### config.mk
export PLATFORM = sky130hd
export DESIGN_NAME = tkf_mul
export DESIGN_NICKNAME = d
export VERILOG_FILES = /design/src/tkf_pkg.sv /design/src/tkf_mul.sv
export SDC_FILE = /design/constraint.sdc
export NUM_CORES = 2
export LEC_CHECK = 0
export BUFFER_PORTS_ARGS = -buffer_cell sky130_fd_sc_hd__buf_2
export CAP_MARGIN = 20
export CORE_ASPECT_RATIO = 0.6
export CORE_UTILIZATION = 44
export DETAILED_ROUTE_END_ITERATION = 16
export GPL_TIMING_DRIVEN = 0
export PLACE_DENSITY = 0.63
export SYNTH_ARGS = -nofsm -noshare
export SYNTH_HDL_FRONTEND = slang
export SYNTH_SLANG_ARGS = --single-unit
### constraint.sdc
create_clock -name clk -period 25.5 [get_ports clk]
set_input_delay 3.825 -clock clk [delete_from_list [all_inputs] [get_ports clk]]
set_output_delay 3.825 -clock clk [all_outputs]
set_load 0.01 [all_outputs]
### src/tkf_pkg.sv
// Package: shared types, constants and helper functions of the tilt Kalman filter.
package tkf_pkg;

	localparam int unsigned DataW = 32;
	localparam int unsigned CfgIdxW = 3;
	localparam int unsigned Frac = 24;
	localparam int unsigned QuoW = 57;

	localparam logic [CfgIdxW-1:0] CfgSamplePeriod = 3'd0;
	localparam logic [CfgIdxW-1:0] CfgAngleNoise = 3'd1;
	localparam logic [CfgIdxW-1:0] CfgBiasNoise = 3'd2;
	localparam logic [CfgIdxW-1:0] CfgMeasNoise = 3'd3;
	localparam logic [CfgIdxW-1:0] CfgObserveGain = 3'd4;

	localparam logic signed [DataW-1:0] OneQ24 = 32'sd16777216;
	localparam logic signed [DataW-1:0] RstSamplePeriod = 32'sd83886;
	localparam logic signed [DataW-1:0] RstAngleNoise = 32'sd16777;
	localparam logic signed [DataW-1:0] RstBiasNoise = 32'sd50332;
	localparam logic signed [DataW-1:0] RstMeasNoise = 32'sd8388608;

	// Sequencer states. Each multiply state issues one 33x33 product.
	typedef enum logic [4:0] {
		ST_IDLE,
		ST_RATE,
		ST_ANG,
		ST_ERR,
		ST_PDOT,
		ST_P00,
		ST_P01,
		ST_P10,
		ST_P11,
		ST_PC0,
		ST_PC1,
		ST_T1,
		ST_E,
		ST_DIV0,
		ST_DIV1,
		ST_UP00,
		ST_UP01,
		ST_UP10,
		ST_UP11,
		ST_UANG,
		ST_UBIAS,
		ST_OUT
	} state_t;

	typedef struct packed {
		logic start;
		logic signed [QuoW-1:0] dividend;
		logic signed [DataW-1:0] divisor;
	} div_req_t;

	function automatic logic signed [DataW-1:0] sat32(input logic signed [65:0] x);
		if (x > 66'sd2147483647) begin
			return 32'sh7fffffff;
		end else if (x < -66'sd2147483648) begin
			return 32'sh80000000;
		end
		return x[DataW-1:0];
	endfunction

endpackage

### src/tkf_mul.sv
// Shared multiplier: registered 33x33 signed product, floor-shifted by 24.
module tkf_mul
	import tkf_pkg::*;
(
	input logic clk,
	input logic signed [DataW:0] a,
	input logic signed [DataW:0] b,
	output logic signed [65:0] prod_q
);

	logic signed [65:0] full;

	assign full = a * b;

	// Arithmetic shift gives floor rounding.
	always_ff @(posedge clk) begin
		prod_q <= full >>> Frac;
	end

endmodule

Word-level counts from Yosys, hierarchy flattened
Cells that the tools add are included.

Flip-flop bits (word level): 42. Bits of input ports: 67. Output and inout bits: 66. Word-level logic and storage cells: 2.

Multipliers: 1.

Operator list (count): $mul 33x33->66 (1).

Logic depth before layout (Yosys ltp)
Word-level depth: 1. Depth in mapped cells: 30. Depth with buffers taken out: 28.

Least setup slack after synthesis
No wires, ideal clock.

Path kind: input to register. Start: in a[32]. End: reg prod_q[41] (netlist name). Library setup time: 0.123 ns. Arrival time: 10.824 ns. Required time: 25.377 ns. Path slack: 14.553 ns. Cell stages on the path: 23. Buffers on the path: 1. Cells stage by stage: clkbuf_1 -> nand2_1 -> inv_1 -> fa_1 -> fa_1 -> fa_1 -> fa_1 -> inv_1 -> fa_1 -> fa_1 -> fa_1 -> fa_1 -> inv_1 -> ha_1 -> a21o_1 -> a21o_1 -> a21oi_1 -> nor2b_1 -> o21a_1 -> o21ai_0 -> nand2b_1 -> a221oi_2 -> xnor2_1.

Longest elaborated chain between the ends: 1.

Ends and longest elaborated chain: start, declared (RTL line tkf_mul.sv:6) `input logic signed [DataW:0] a,`; $mul 33x33->66 (RTL line tkf_mul.sv:13) `assign full = a * b;`; net full[65] (RTL line tkf_mul.sv:11) `logic signed [65:0] full;`.

The timed path passes the listed nets, and every way through them passes these cells.

Final worst setup path
Start: in a[32]. End: reg prod_q[36].

Longest elaborated chain between the ends: 1.

Ends and longest elaborated chain: $mul 33x33->66 (RTL line tkf_mul.sv:13); net full[60] (RTL line tkf_mul.sv:11); end signal, assigned (RTL line tkf_mul.sv:17) `prod_q <= full >>> Frac;`; end, declared (RTL line tkf_mul.sv:8) `output logic signed [65:0] prod_q`.

The timed path passes the listed nets, and every way through them passes these cells.

==> impl_metrics.toml <==
[timing]
hold_violations = 0
slew_violations = 0
worst_slack_ns = 12.53
fin_hold_ws_ns = 4.60
timing.final.crit_share_pct = 50.9
worst_pin_slew_ns = 1.25
setup_viol = 0
relSlewSlack_pct = 15.5
grt_setup_unrepaired = "no"
fin_tns_setup_ns = 0
finalCriticalPeriod_ns = 12.97
fmax_mhz = 77.1

[critical_path]
crit_top_cell = "fa_1"
cpMaxStageDelayCell = "fa_1"
end_kind = "register"
arrival_ns = 13.25
max_stage_delay_ns = 1.07
crit_type = "input port to register"
worst-path-buf-inv = 5
cp_max_fo = 10
cp-start-kind = "input port"
cp_top_family = "adder cells"
required_ns = 25.78

[die]
die_h_um = 233
start_util_pct = 44.6
die_x_um = 387
placementRows = 84
core_area_um2 = 87800
io_pins = 133
die-area_um2 = 90100

[synth]
async_flop_share_pct = 0
synth_warnings = 0
ys_ff_latch = 42
postSynthAreaPerCell_um2 = 9.44
syn_inst = 4143
synth_fp_nets = 5566
ys_seq_area_share_pct = 2.15
synthDistinctLibCells = 62
synth_edf_count = 0
synthFlopType = "dfxtp_1"
syn_area_um2 = 39100

[route]
antenna_violating_nets_post_route = 0
route.detailed.drc = 0
dr.pass1.iters = 5
vias = 29545
drt_iter0_drc = 3681
routedWlPerCell_um = 30.1
wl_um = 165000
viasPerCell = 5.40

[place]
io_buffers = 132
dp_hpwl_um = 144000
pre_cts_slack_ns = 12.05
gp_congestion = 1.08

[cts]
cts_setup_buffers = 0
htree_num_levels = 2
cts_resized = 0
clk_pin_slew_worst_paths_ns = 0.08
cts_buffers = 5
cts_root_buffer = "clkbuf_16"
max-clock-path-buffers = 2
ctsHoldBuffers = 0
clock-sinks = 42
cts_tree = "done"

[cells_and_area]
largest_register_ffs = 42
drive_above_1_share_pct = 4.63
fin_nets = 5719
areaGrowthSynthToFinish_pct = 6.41
reg_top3 = "prod_q x42"
fillers = 8543
top_register = "prod_q"

[global_route]
antenna_found_initial = 19
grt_pass1_wl_um = 231000
grt-ovfl-total = 0
grt_pass1_vias = 29936
grtUsageTotal_pct = 37.6
grt_max_degree = 27

[hold_path]
hp-class = "register to output port"

[flow_run]
drv_cap = 0

[outcome]
status = "completed"
-- routing by layer --
metal  track usage [%]  vias to the layer above  routed length, um
li1                  -                    11934                  -
met1              56.5                    15445              73600
met2              45.3                     1989              57100
met3              22.0                      165              30700
met4              6.45                       12               2890
met5             0.481                        -                207
-- cell usage in the layout (no fill, tap or decap), types with 2 or more instances in the layout --
cell / Yosys / layout
clkbuf_16: 0 / 5
a211o_1: 2 / 2
nand2b_1: 11 / 11
o211ai_1: 2 / 2
nand4_1: 11 / 11
o21ai_2: 2 / 2
nand3_1: 11 / 11
fa_1: 1144 / 1143
and2_1: 550 / 550
o31a_1: 2 / 2
clkbuf_1: 202 / 202
a221oi_2: 2 / 2
buf_16: 0 / 2
nor2b_1: 8 / 8
inv_1: 1109 / 1109
buf_6: 0 / 2
buf_4: 24 / 26
o21ai_0: 25 / 25
buf_2: 0 / 132
o21ai_1: 2 / 2
dfxtp_1: 42 / 42
and3_1: 8 / 8
a21boi_0: 2 / 2
nor2_1: 47 / 47
a21o_1: 32 / 32
xnor2_1: 42 / 42
nor3_1: 4 / 4
ha_1: 212 / 212
a21oi_1: 53 / 53
buf_8: 0 / 8
o21bai_1: 2 / 2
a211oi_1: 3 / 3
nor4_1: 2 / 2
diode_2: 0 / 10
a31oi_1: 3 / 3
o21a_1: 2 / 2
xor2_1: 15 / 15
nand2_1: 537 / 537
-- kinds of logic (layout without fill, tap and decap cells) --
family | after synthesis | after routing | share of synthesized area [%]
AOI/OAI and AO/OA | 157 | 157 | 2.78
DFF | 42 | 42 | 2.15
and+or+nand+nor | 1195 | 1195 | 15.4
xor gates and xnor gates | 57 | 57 | 1.28
buffers and inverters | 1336 | 1490 | 13.1
other | 0 | 10 | 0
adders and majority gates | 1356 | 1356 | 65.4
-- stage by stage --
| stage | utilization [%] | cell area (um2) | instances |
|---|---|---|---|
| 6_report | 47.4 | 41600 | 5468 |
| 3_5_place_dp | 47.0 | 41300 | 5440 |
| 2_1_floorplan | - | 39100 | 4143 |
| 4_1_cts | 47.2 | 41400 | 5448 |
| 3_3_place_gp | 47.0 | 41200 | 5436 |
| 5_1_grt | 47.4 | 41600 | 5459 |
-- cell usage after synthesis, drive strengths merged (3+ instances only) --
library cell | n | share of area [%]
xnor2 | 42 | 0.94
nand2b | 11 | 0.18
xor2 | 15 | 0.34
ha | 212 | 6.8
a211oi | 4 | 0.090
o21ai | 30 | 0.43
a221oi | 3 | 0.099
nand4 | 11 | 0.18
a21o | 32 | 0.61
buf | 25 | 0.47
clkbuf | 202 | 1.9
nand2 | 537 | 5.2
a21oi | 55 | 0.74
o31a | 3 | 0.090
nor4 | 3 | 0.064
nor2b | 8 | 0.13
nor3 | 4 | 0.051
fa | 1144 | 59
dfxtp | 42 | 2.2
inv | 1109 | 11
a211o | 3 | 0.070
nor2 | 47 | 0.45
and2 | 550 | 8.8
a31oi | 3 | 0.048
nand3 | 12 | 0.17
and3 | 8 | 0.13
a21boi | 3 | 0.086
-- path summary, 6_finish.rpt --
kind        from          to  cells after the start
max        a[32]  prod_q[36]                     25
min   prod_q[34]  prod_q[34]                      1
-- area by class of cell --
| cell class | count | area [um2] | share of cell area [%] |
|---|---|---|---|
| Sequential cell | 42 | 841 | 2.02 |
| Clock inverter | 3 | 28.8 | 0.0692 |
| Multi-Input combinational cell | 2765 | 33200 | 79.7 |
| Timing Repair Buffer | 146 | 873 | 2.10 |
| Antenna cell | 10 | 25.0 | 0.0601 |
| Inverter | 1109 | 4160 | 10.0 |
| Tap cell | 1161 | 1450 | 3.49 |
| Buffer | 227 | 942 | 2.26 |
| Clock buffer | 5 | 125 | 0.301 |
Power is not shown: default switching activity piles up to over one toggle a cycle in this logic, so the estimate is an artifact.
