<file path="src/tkf_pkg.sv">
// Package: shared types, constants and helper functions of the tilt Kalman filter.
package tkf_pkg;

	localparam int unsigned DataW = 32;
	localparam int unsigned CfgIdxW = 3;
	localparam int unsigned Frac = 24;
	localparam int unsigned QuoW = 57;

	localparam logic [CfgIdxW-1:0] CfgSamplePeriod = 3'd0;
	localparam logic [CfgIdxW-1:0] CfgAngleNoise = 3'd1;
	localparam logic [CfgIdxW-1:0] CfgBiasNoise = 3'd2;
	localparam logic [CfgIdxW-1:0] CfgMeasNoise = 3'd3;
	localparam logic [CfgIdxW-1:0] CfgObserveGain = 3'd4;

	localparam logic signed [DataW-1:0] OneQ24 = 32'sd16777216;
	localparam logic signed [DataW-1:0] RstSamplePeriod = 32'sd83886;
	localparam logic signed [DataW-1:0] RstAngleNoise = 32'sd16777;
	localparam logic signed [DataW-1:0] RstBiasNoise = 32'sd50332;
	localparam logic signed [DataW-1:0] RstMeasNoise = 32'sd8388608;

	// Sequencer states. Each multiply state issues one 33x33 product.
	typedef enum logic [4:0] {
		ST_IDLE,
		ST_RATE,
		ST_ANG,
		ST_ERR,
		ST_PDOT,
		ST_P00,
		ST_P01,
		ST_P10,
		ST_P11,
		ST_PC0,
		ST_PC1,
		ST_T1,
		ST_E,
		ST_DIV0,
		ST_DIV1,
		ST_UP00,
		ST_UP01,
		ST_UP10,
		ST_UP11,
		ST_UANG,
		ST_UBIAS,
		ST_OUT
	} state_t;

	typedef struct packed {
		logic start;
		logic signed [QuoW-1:0] dividend;
		logic signed [DataW-1:0] divisor;
	} div_req_t;

	function automatic logic signed [DataW-1:0] sat32(input logic signed [65:0] x);
		if (x > 66'sd2147483647) begin
			return 32'sh7fffffff;
		end else if (x < -66'sd2147483648) begin
			return 32'sh80000000;
		end
		return x[DataW-1:0];
	endfunction

endpackage

</file>
<file path="src/tkf_div.sv">
// Restoring divider, one quotient bit per cycle, signed with truncation toward zero.
module tkf_div
	import tkf_pkg::*;
(
	input logic clk,
	input logic arst_n,
	input div_req_t req,
	output logic busy,
	output logic signed [QuoW-1:0] quotient
);

	localparam int unsigned CntW = $clog2(QuoW + 1);

	logic [QuoW-1:0] num_q;
	logic [DataW-1:0] den_q;
	logic [DataW-1:0] rem_q;
	logic [CntW-1:0] cnt_q;
	logic neg_q;
	logic [DataW:0] trial;
	logic [QuoW-1:0] mag_n;
	logic [DataW-1:0] mag_d;

	assign mag_n = req.dividend[QuoW-1] ? QuoW'(-req.dividend) : QuoW'(req.dividend);
	assign mag_d = req.divisor[DataW-1] ? DataW'(-req.divisor) : DataW'(req.divisor);
	assign trial = {rem_q, num_q[QuoW-1]} - {1'b0, den_q};

	always_ff @(posedge clk or negedge arst_n) begin
		if (!arst_n) begin
			cnt_q <= '0;
		end else if (req.start) begin
			cnt_q <= CntW'(QuoW);
		end else if (cnt_q != '0) begin
			cnt_q <= cnt_q - 1'b1;
		end
	end

	// The partial remainder stays below the divisor, so it always fits in DataW bits.
	always_ff @(posedge clk) begin
		if (req.start) begin
			num_q <= mag_n;
			den_q <= mag_d;
			rem_q <= '0;
			neg_q <= req.dividend[QuoW-1] ^ req.divisor[DataW-1];
		end else if (cnt_q != '0) begin
			if (!trial[DataW]) begin
				rem_q <= trial[DataW-1:0];
				num_q <= {num_q[QuoW-2:0], 1'b1};
			end else begin
				rem_q <= {rem_q[DataW-2:0], num_q[QuoW-1]};
				num_q <= {num_q[QuoW-2:0], 1'b0};
			end
		end
	end

	assign busy = (cnt_q != '0);
	assign quotient = neg_q ? -$signed(num_q) : $signed(num_q);

endmodule

</file>
<file path="config.mk">
export PLATFORM = sky130hd
export DESIGN_NAME = tkf_div
export DESIGN_NICKNAME = d
export VERILOG_FILES = /design/src/tkf_pkg.sv /design/src/tkf_div.sv
export SDC_FILE = /design/constraint.sdc
export NUM_CORES = 1
export LEC_CHECK = 0
export BUFFER_PORTS_ARGS = -buffer_cell sky130_fd_sc_hd__buf_4
export CAP_MARGIN = 20
export CORE_ASPECT_RATIO = 0.7
export CORE_MARGIN = 2
export CORE_UTILIZATION = 51
export DETAILED_ROUTE_END_ITERATION = 10
export PLACE_DENSITY = 0.76
export SLEW_MARGIN = 15
export SYNTH_ARGS = -nofsm -noshare
export SYNTH_HDL_FRONTEND = slang
export SYNTH_SLANG_ARGS = --single-unit
</file>
<file path="constraint.sdc">
create_clock -name clk -period 3.65 [get_ports clk]
set_input_delay 0.5475 -clock clk [delete_from_list [all_inputs] [get_ports clk]]
set_output_delay 0.5475 -clock clk [all_outputs]
set_load 0.1 [all_outputs]
</file>
---- After elaboration in Yosys (flattened, before gate mapping) ----
Index checks and enable logic that the tools add are counted.
storage, ports and cells
  bits in registers ....................... 128
  input bits .............................. 92
  output and inout bits ................... 58
  word-level logic and storage cells ...... 23
operators by class
  add/subtract/negate cells ............... 5
  muxes and demuxes ....................... 9
  bitwise logic cells ..................... 1
  reduce and logical (&&, ||, !) cells .... 2
operator list
  kind                                                                number
  57-bit two-way mux                                                  4
  57-bit negation                                                     2
  33-bit by 32-bit subtractor with 33-bit output                      1
  32-bit two-way mux                                                  1
  32-bit negation                                                     1
  31-bit two-way mux                                                  1
  6-bit two-way mux                                                   2
  6-bit nonzero test                                                  1
  6-bit by 1-bit subtractor with 6-bit output, second input constant  1
  2-bit nonzero test                                                  1
  1-bit two-way mux                                                   1
  1-bit XOR                                                           1

---- Logic depth before layout (Yosys ltp) ----
  depth in word-level cells ............... 4
  depth in mapped cells ................... 14
  depth with buffers taken out ............ 12

---- Worst setup path before layout ----
No wires, ideal clock.
  path type ............................... register to output
  start point ............................. register num_q[14]
  end point ............................... output quotient[55]
  data arrival time ....................... 4.009 ns
  required time ........................... 3.102 ns
  setup slack ............................. -0.907 ns
  stages on the path, launching flop included .. 11
  path buffers ............................ 1
  cell sequence ........................... edfxtp_1 or4_4 or4_1 or2_4 nor4_4 nand2_2 or4_1 buf_2 a211o_1 o41ai_2 xnor2_1
between the ends
  longest elaborated chain between the ends .. 2
RTL lines
  item                    RTL line       text
  start, declared         tkf_div.sv:14  logic [QuoW-1:0] num_q;
  start signal, assigned  tkf_div.sv:40  num_q <= mag_n;
  start signal, assigned  tkf_div.sv:47  num_q <= {num_q[QuoW-2:0], 1'b1};
  start signal, assigned  tkf_div.sv:50  num_q <= {num_q[QuoW-2:0], 1'b0};
  57-bit negation         tkf_div.sv:56  assign quotient = neg_q ? -$signed(num_q) : $signed(num_q);
  57-bit two-way mux      tkf_div.sv:56
  end, declared           tkf_div.sv:9   output logic signed [QuoW-1:0] quotient
Every way passes these cells.

---- Final worst setup path ----
  start point ............................. register num_q[30]
  end point ............................... output quotient[56]
The elaborated chain is that of the path after synthesis.

==> run summary <==
### Status
* complete, but fails checks — run status
* setup timing — violations in the final reports

### Worst setup path
* 5 — peak fanout along the critical path
* flop to primary output — class of the most critical setup path
* 0.18 ns — FF-to-FF setup slack
* flop — startpoint kind of the worst setup timing path
* 13 — cells on worst reg2reg path
* num_q[56] — worst r2r src
* 3.10 ns — critical path data required time
* primary output — capturing element type of the critical path
* 4.14 ns — arrival time of the worst setup path
* rem_q[8] — Critical R2R Capture

### Floorplan
* 51.7% — starting utilization of the core area
* 169 um — die extent in x
* 42 — Placement Rows
* 120 um — DIE HEIGHT
* 18800 um^2 — area of the core
* 20200 um^2 — Die Footprint
* 150 — Ports

### Worst hold path
* input pin to flop — Hold Path Class
* den_q[0] — terminating pin of the worst hold path
* 1 — number of stages on the worst hold path
* req[0] — critical hold path startpoint

### Route
* 6 — number of iterations in the first detailed-routing pass
* 28300 um — aggregate routed wire length
* 17.8 um — routed wire length per instance
* 0 — number of nets with antenna violations after detailed routing
* 5.88 — average via count per standard cell
* 0 — number of DRC violations after detailed routing
* 9371 — vias
* 903 — detailed router's first-iteration violation count

### GRT
* 86 — largest net degree at the start of global routing
* 44100 um — global-route wire length before repair
* 8615 — vias in the first global route
* 27.5% — overall fraction of global-route tracks in use
* 0 — antenna violations before repair
* 0 — global route total overflow

### Placed design
* 19900 um — final HPWL from detailed placement
* -0.664 ns — pre-CTS setup slack
* 0.926 — last weighted congestion value of the routability-driven placer
* 149 — Buffers on Ports

### Pwr
* 0.000624 V — peak supply drop
* 5.58 nW — leakage dissipation
* 457 nW/um^2 — power density over the cells

### STA
* 0 — Final Hold Fails
* 4.69 ns — final critical path time including I/O delays and setup
* 34 — number of endpoints failing setup at the final stage
* -23.75 ns — final-layout setup total negative slack
* 128% — share of the cycle needed by the critical path after routing
* 0.00670 ns — Final Skew
* 213 MHz — maximum frequency from static timing analysis
* 26.7% — worst relative slew slack
* 0 — number of max-slew violations in the final report
* yes — unrepaired setup endpoints after global routing
* 1.10 ns — transition time at the pin with the least slew margin
* 0.330 ns — post-route worst hold slack
* -1.04 ns — slack of the critical path

### Yosys
* sky130_fd_sc_hd__edfxtp_1 (28%), sky130_fd_sc_hd__xnor2_1 (9.1%), sky130_fd_sc_hd__dfxtp_1 (6.6%), sky130_fd_sc_hd__xor2_1 (5.9%), sky130_fd_sc_hd__nand2_1 (4.8%) — leading cell types by total area after synthesis
* 27.8% — Yosys top cell area share
* sky130_fd_sc_hd__edfxtp_1 — main flop type after synthesis
* 1257 — total nets after synthesis
* sky130_fd_sc_hd__nand2_1 (124), sky130_fd_sc_hd__nor2_1 (112), sky130_fd_sc_hd__xnor2_1 (101) — most frequent cells after synthesis
* 66 — post-synth cell types
* 4.69% — async set-or-reset flop fraction in the synthesized netlist
* 9730 um^2 — Post-Syn Area
* sky130_fd_sc_hd__nand2_1 — most repeated cell in the gate-level netlist after synthesis
* 128 — register bit count reported by yosys
* 0 — YS warnings
* 90 — Post-synth EDFFs
* 8.63 um^2 — per-instance average area after synthesis
* 1128 — gate count after technology mapping
* 35.9% — sequential fraction of the synthesis area
* sky130_fd_sc_hd__edfxtp_1 — library cell occupying the most area in the post-synthesis netlist

### Layout
* 39.3% — synth-to-layout area growth
* 1467 — NumNets Final
* 1356 — number of filler cells placed in the layout
* 6720 um^2 — footprint of the multi-input gates
* 3490 um^2 — register cell area after layout
* 0 — antenna cells
* 27.9% — fraction of final layout cells with drive strength greater than 1
* 72.0% — final core utilization

### CTS
* 128 — number of clock sinks
* done — TritonCTS clock tree
* 0.43 ns — clock latency reported for the late side of the worst-skew pair
* 4 — total number of H-tree levels
* 17 — TritonCTS buffer count
* sky130_fd_sc_hd__clkbuf_16 — master cell of the clock root buffer
* 2 — Max Buffers Root-to-Sink
* 0.06 ns — clock transition at the registers of the reported paths

### Job
* 0 — max-capacitance violation count

-- layout make-up --
class,count,share of cell area (%)
multi-input combinational,893,49.6
sequential,128,25.8
timing repair buffer,246,16.6
clock buffer,17,3.14
tap,242,2.23
inverter,52,1.44
clock inverter,15,1.18
-- worst max-delay path, cell delays in order (launching register included) --
cell and delay [ns]:
sky130_fd_sc_hd__edfxtp_1 0.38, sky130_fd_sc_hd__or4_4 0.55, sky130_fd_sc_hd__or4_4 0.44, sky130_fd_sc_hd__or2_1 0.25, sky130_fd_sc_hd__or4_4 0.42, sky130_fd_sc_hd__or2_4 0.28, sky130_fd_sc_hd__or4_4 0.57, sky130_fd_sc_hd__o41ai_4 0.44
sky130_fd_sc_hd__xnor2_4 0.18, sky130_fd_sc_hd__buf_12 0.19
-- per-stage QoR --
stage | area (um^2) | std cells | total power [mW]
final | 13600 | 1593 | 6.19
after global routing | 13600 | 1593 | 6.39
after CTS | 13400 | 1592 | 6.12
after detailed placement | 12300 | 1552 | 4.24
after global placement | 12300 | 1552 | 4.21
after floorplan | 10400 | 1128 | 3.63
-- cell families after synthesis --
kind of cell / synth area share, %
AOI/OAI and AO/OA: 21.5
muxes: 0.334
DFF: 35.9
adders and majority gates: 4.83
xor gates and xnor gates: 14.9
and+or+nand+nor: 18.3
buffers and inverters: 4.20
-- state kept, by name, indices dropped and copies added, names as in the netlist --
name,flops
num_q,57
cnt_q,6
den_q,32
rem_q,32
neg_q,1
-- where the power goes --
part	switching [mW]	internal, mW
combinational	1.75	0.917
sequential	0.116	1.71
clock	0.684	1.01
total	2.55	3.64
-- how the worst max path moves through the flow --
stage | from | to | slack [ns] | depth (start not counted)
6_report | num_q[30] | quotient[56] | -1.04 | 9
5_1_grt | num_q[14] | quotient[56] | -1.17 | 10
4_1_cts | num_q[30] | quotient[52] | -0.93 | 10
3_5_place_dp | num_q[14] | quotient[56] | -0.66 | 10
3_3_place_gp | num_q[14] | quotient[56] | -0.61 | 10
2_1_floorplan | num_q[14] | quotient[56] | -0.49 | 10
-- metal layers --
| layer | wire length, um | track usage (%) | up-vias | part of all wire [%] |
|---|---|---|---|---|
| met5 | 0 | 0 | - | 0 |
| met4 | 628 | 9.13 | 0 | 2.2 |
| met3 | 2040 | 5.28 | 50 | 7.2 |
| met2 | 12500 | 40.0 | 399 | 44 |
| met1 | 13100 | 41.1 | 4404 | 46 |
| li1 | - | - | 4518 | - |
-- placed cells by master (no fill, tap or decap), types with 7 or more instances in the layout --
cell,instances
sky130_fd_sc_hd__buf_4,193
sky130_fd_sc_hd__nand2_1,120
sky130_fd_sc_hd__nor2_1,112
sky130_fd_sc_hd__a21oi_1,91
sky130_fd_sc_hd__edfxtp_1,90
sky130_fd_sc_hd__xnor2_1,67
sky130_fd_sc_hd__xor2_1,64
sky130_fd_sc_hd__o21ai_0,56
sky130_fd_sc_hd__inv_1,51
sky130_fd_sc_hd__ha_1,36
sky130_fd_sc_hd__o31ai_1,33
sky130_fd_sc_hd__dfxtp_1,32
sky130_fd_sc_hd__buf_6,27
sky130_fd_sc_hd__a311oi_1,26
sky130_fd_sc_hd__or3_1,23
sky130_fd_sc_hd__buf_12,23
sky130_fd_sc_hd__a21o_1,21
sky130_fd_sc_hd__xnor2_4,20
sky130_fd_sc_hd__clkbuf_16,17
sky130_fd_sc_hd__nand3_1,14
sky130_fd_sc_hd__xnor2_2,14
sky130_fd_sc_hd__nand2b_1,12
sky130_fd_sc_hd__or4_1,12
sky130_fd_sc_hd__nor3_1,12
sky130_fd_sc_hd__o41ai_1,12
sky130_fd_sc_hd__or4_4,8
sky130_fd_sc_hd__o31ai_4,8
sky130_fd_sc_hd__o41ai_4,7
-- what timing repair did --
action / 4_1_cts / 5_1_grt
gates resized for setup: 107 / 35
endpoints found under the setup margin: 35 / 67
pin swaps: 9 / 14
endpoints found under the hold margin: 6 / 0
hold buffers: 1 / 0
setup buffers: 9 / 9
Power figures use the tool's default switching activity.
